### config.mk
export PLATFORM = sky130hd
export DESIGN_NAME = c8x_fb
export DESIGN_NICKNAME = d
export VERILOG_FILES = /design/src/design/c8x_pkg.sv /design/src/design/c8x_fb.sv
export SDC_FILE = /design/constraint.sdc
export NUM_CORES = 2
export LEC_CHECK = 0
export ABC_AREA = 1
export ABC_CLOCK_PERIOD_IN_PS = 3950
export BUFFER_PORTS_ARGS = -buffer_cell sky130_fd_sc_hd__buf_2
export CORE_ASPECT_RATIO = 0.6
export CORE_MARGIN = 10
export CORE_UTILIZATION = 40
export CTS_CLUSTER_SIZE = 25
export DETAILED_ROUTE_END_ITERATION = 16
export SYNTH_ARGS = -nofsm -noshare
export SYNTH_HDL_FRONTEND = slang
export SYNTH_SLANG_ARGS = --single-unit
### constraint.sdc
create_clock -name clk -period 3.95 [get_ports clk]
set_input_delay 0.79 -clock clk [delete_from_list [all_inputs] [get_ports clk]]
set_output_delay 0.79 -clock clk [all_outputs]
set_load 0.1 [all_outputs]
### src/design/c8x_pkg.sv
// Shared types, constants and helpers for the chip8 execute unit.
// No dependencies.
package c8x_pkg;

    localparam int SCREEN_WIDTH_DEF  = 64;
    localparam int SCREEN_HEIGHT_DEF = 32;
    localparam int MEM_BYTES_DEF     = 4096;
    localparam int STACK_DEPTH_DEF   = 16;
    localparam logic [11:0] PROG_START_RST = 12'h200;

    localparam logic [1:0] KIND_EXEC  = 2'd0;
    localparam logic [1:0] KIND_WRITE = 2'd1;
    localparam logic [1:0] KIND_READ  = 2'd2;
    localparam logic [1:0] KIND_PIXEL = 2'd3;

    typedef struct packed {
        logic [1:0]  kind;
        logic [15:0] instruction;
        logic [11:0] address;
        logic [7:0]  write_byte;
        logic [15:0] key_mask;
        logic [7:0]  random_byte;
    } c8x_in_t;

    typedef struct packed {
        logic [11:0] next_pc;
        logic [7:0]  read_value;
        logic        waiting_key;
        logic        stack_fault;
    } c8x_out_t;

    // Linear key position of a key value.
    function automatic logic [3:0] key_lin(input logic [3:0] v);
        logic [3:0] r;
        case (v)
            4'h0: r = 4'd13; 4'h1: r = 4'd0;  4'h2: r = 4'd1;  4'h3: r = 4'd2;
            4'h4: r = 4'd4;  4'h5: r = 4'd5;  4'h6: r = 4'd6;  4'h7: r = 4'd8;
            4'h8: r = 4'd9;  4'h9: r = 4'd10; 4'hA: r = 4'd12; 4'hB: r = 4'd14;
            4'hC: r = 4'd3;  4'hD: r = 4'd7;  4'hE: r = 4'd11; default: r = 4'd15;
        endcase
        return r;
    endfunction

    // Key value of a linear key position.
    function automatic logic [3:0] key_val(input logic [3:0] k);
        logic [3:0] r;
        case (k)
            4'd0: r = 4'h1;  4'd1: r = 4'h2;  4'd2: r = 4'h3;  4'd3: r = 4'hC;
            4'd4: r = 4'h4;  4'd5: r = 4'h5;  4'd6: r = 4'h6;  4'd7: r = 4'hD;
            4'd8: r = 4'h7;  4'd9: r = 4'h8;  4'd10: r = 4'h9; 4'd11: r = 4'hE;
            4'd12: r = 4'hA; 4'd13: r = 4'h0; 4'd14: r = 4'hB; default: r = 4'hF;
        endcase
        return r;
    endfunction

endpackage

### src/design/c8x_fb.sv
// Frame buffer, one bit per pixel, one synchronous port.
// Depends on c8x_pkg.
module c8x_fb
    import c8x_pkg::*;
#(
    parameter int PIXELS = SCREEN_WIDTH_DEF * SCREEN_HEIGHT_DEF,
    localparam int PW = $clog2(PIXELS)
)(
    input  logic          clk,
    input  logic          we,
    input  logic [PW-1:0] addr,
    input  logic          wdata,
    output logic          rdata
);
    logic mem [PIXELS];

    always_ff @(posedge clk)
    begin
        if (we)
        begin
            mem[addr] <= wdata;
        end
        rdata <= mem[addr];
    end
endmodule
After elaboration in Yosys (flattened, before gate mapping)
Memories as Yosys holds them, arrays and structs flattened. A register that Yosys moved wholly into a read port is not among the register bits.
Cells that the tools add are included.
{"block": "word_totals", "ramBits": 2048, "register_bits": 0, "inputBits": 14, "wordCells": 3, "out_inout_bits": 1, "mem_count": 1}
{"name": "mem", "depth": 2048, "word_bits": 1, "read_ports": 1, "rd_ports_with_merged_regs": 1, "write_ports": 1, "line_no": "c8x_fb.sv:15", "source": "logic mem [PIXELS];"}
{"block": "op_classes", "muxes": 2}
{"op": "two-way mux 1 bit", "count": 2}

Logic depth before layout (Yosys ltp)
{"block": "logic_depth", "depth_word": 2, "mapped_depth": 19, "ltp_nobuf": 17}

Worst setup path after synthesis
OpenSTA, ideal clock, no wires.
{"block": "synth_timing", "kind": "input-to-reg", "startpoint": "in addr[8]", "endpoint": "mem mem[258], enable pin", "required_time_ns": 3.650, "path_slack_ns": 1.467, "n_path_buf": 2, "stages": 6, "setup_ns": 0.300, "arrival_time_ns": 2.183, "cell_sequence": "clkbuf_1 -> inv_1 -> nor3_1 -> nand2_1 -> clkbuf_1 -> nor2_1"}
{"element": "start: declaration", "line_no": "c8x_fb.sv:11", "source": "input logic [PW-1:0] addr,"}
{"element": "end: declaration", "line_no": "c8x_fb.sv:15"}
No word-level cell before the write port.

==> reports/metrics.cfg <==
[timing]
finClkSkew_ns = 0.0390
fin_crit_ns = 3.27
grt_setup_unrepaired = false
finalSetupViolations = 0
maxSlewHeadroom_pct = 15.8
worst-slew-pin-transition_ns = 1.26
final.period_utilization_pct = 82.8
timing.fmax_ghz = 0.306
final-hold-violation-count = 0
totalNegativeSetupSlack_ns = 0
timing.final.max_slew_violations = 0

[floorplanning]
row_count = 136
boundary_pins = 15
die_y_um = 391
floorplan.initialDensity_pct = 40.2
placeableCoreArea_mm2 = 0.229
die_area_mm2 = 0.250
die_width_um = 639

[min_path]
holdCritPathClass = primary input to flip-flop

[layout]
final_nets = 9425
multi_input_logic_area_mm2 = 0.0273
syn_to_final_growth_pct = 11.3
fin_util_pct = 44.7
post_route_cells_drive_above_1_share_pct = 6.66
n_fill_cell = 21800
final_cell_mix = nand2_1, nor2_1, edfxtp_1
mostFrequentLayoutCell = nand2_1
final-seq-area_mm2 = 0.0615

[synthesis]
share_of_the_yosys_chip_area_belonging_to_registers_pct = 66.9
cell_area_synth_mm2 = 0.0919
postSynthAreaPerCell_um2 = 9.50
postSynthRegisterBits = 2049
synthCells = 9676
leading_post_synthesis_cells_by_cell_area = edfxtp_1, nand2_1, nor2_1
postSynthNetCount = 9690
yosysTopAreaCellShare_pct = 66.9
synthesis.yosys.warnings = 0
yosys.area.top_type = edfxtp_1
post_synth_num_cell_types = 15

[power_and_ir_drop]
power.density_mw_per_mm2 = 438
switching_share_pct = 23.2
max-vdd-ir-drop_mv = 0.399
power.internal_mw = 34.4
net-switching-power_mw = 10.4
sequential_power_share_pct = 53.3
portion_of_total_power_attributed_to_the_clock_network_pct = 40.4
leakage_nw = 35.9
comb_power_share_pct = 6.3

[clock_tree]
h_tree_lvl_count = 4
ctsResizeCount = 0
cts.hold.buffers_added = 0
cts-root-to-sink-buffers = 4
numCtsBuffers = 189
tritoncts = yes
post-cts-setup-buffer-count = 0
clkSinkCount = 2049
cts.clk_slew.worst_paths_ns = 0.07
clk_latency_ns = 0.85
cts.root.buffer_cell = clkbuf_16

[grt]
number_of_antenna_violations_at_the_first_check_in_global_routing = 9
grt_first_pass_wirelength_um = 437000
grt.overflow.total = 0
pin_count_of_the_biggest_net_entering_global_routing = 216
globalRouteTotalUtil_pct = 23.1
grt_pass1_vias = 65200

[job]
reported_max_cap_violation_count = 0

[placement]
global_placement_routability_congestion = 0.833
io_buffers = 14
place.detailed.hpwl_um = 154000

[detailed_routing]
routed_wire_length_per_instance_um = 23.8
drc = 0
initialDrtViolationCount = 10300
firstDrtPassIters = 6
avgViaCountPerCell = 5.54
route.antenna.remaining_nets = 0
wirelength_um = 299000
routed-via-count = 69800

[run_status]
outcome = finished, final reports clean

[critical_path]
crit_type = primary input to flip-flop
cp.arrival_ns = 4.07
setup.worst_path.start_class = primary input
worstPathMaxFanout = 70
worstPathRequired_ns = 4.75
critical_path_capture_point_type = flip-flop

==> metal layers <==
metal  up-vias  GRT usage, %  part of all wire, %
met5         -             0                    0
met4         0          6.25                  3.0
met3       523          4.97                   12
met2      3858          34.9                   43
met1     34200          33.7                   42
li1      31100             -                    -
==> flip-flops by register name (all words and copies together) (netlist names) <==
register  count
mem        2048
rdata         1
==> worst max-delay path, stage by stage <==
cell,delay [ns]
buf_8,0.16
inv_8,0.27
buf_12,0.40
buf_4,0.46
nand3_1,0.12
nand4_1,0.12
nand2_1,0.06
nand2_1,0.06
nor2_1,0.04
nand2_1,0.16
nand2_1,0.07
nand2_1,0.41
nor2_1,0.10
nand2_1,0.27
nand2_1,0.16
nand2_1,0.18
nor2_1,0.07
nand2_1,0.06
==> synth_stat cells (all sizes together) <==
master	number
nand3	621
clkbuf	530
buf	265
dfxtp	1
nor2	2225
inv	52
nand4	256
edfxtp	2048
nand2	3652
nor3	26
==> worst paths after layout <==
kind              startpoint  depth (start not counted)  slack (ns)       end
hold / removal         wdata                          1        0.33  mem[184]
setup reg to reg    mem[587]                         16        1.34     rdata
hold reg to reg    mem[1022]                         14        1.05     rdata
setup / recovery     addr[1]                         18        0.68     rdata
==> layout make-up <==
class	count	area share (%)
Antenna cell	2	0.00489
Clock buffer	239	4.89
Clock inverter	87	0.750
Inverter	52	0.205
Multi-Input combinational cell	6780	26.7
Sequential cell	2049	60.1
Tap cell	3036	3.71
Timing Repair Buffer	339	3.62
==> per-stage QoR <==
| step | instance area [µm²] | setup slack (ns) | std cells | power (mW) | hold WS (ns) |
|---|---|---|---|---|---|
| 2_1_floorplan | 91900 | 1.47 | 9676 | 25.8 | 0.884 |
| 3_3_place_gp | 96500 | -0.0126 | 12300 | 27.1 | 1.09 |
| 3_5_place_dp | 96500 | 0.0151 | 12300 | 27.1 | 1.06 |
| 4_1_cts | 102000 | 0.906 | 12600 | 45.0 | 0.304 |
| 5_1_grt | 102000 | 0.582 | 12600 | 46.1 | 0.314 |
| 6_report | 102000 | 0.680 | 12600 | 44.8 | 0.333 |
==> power groups by stage <==
stage	Clock [mW]	Combinational, mW	Sequential, mW
5_1_grt	19.2	3.00	23.9
6_report	18.1	2.81	23.9
3_5_place_dp	0	2.74	24.4
4_1_cts	18.3	2.75	23.9
3_3_place_gp	0	2.72	24.4
2_1_floorplan	0	1.36	24.4
==> logic make-up after synthesis <==
logic type | share of synthesized area [%]
and+or+nand+nor | 29.3
DFF | 66.9
buffers and inverters | 3.75
No activity file was read; power rests on OpenSTA's default activity.
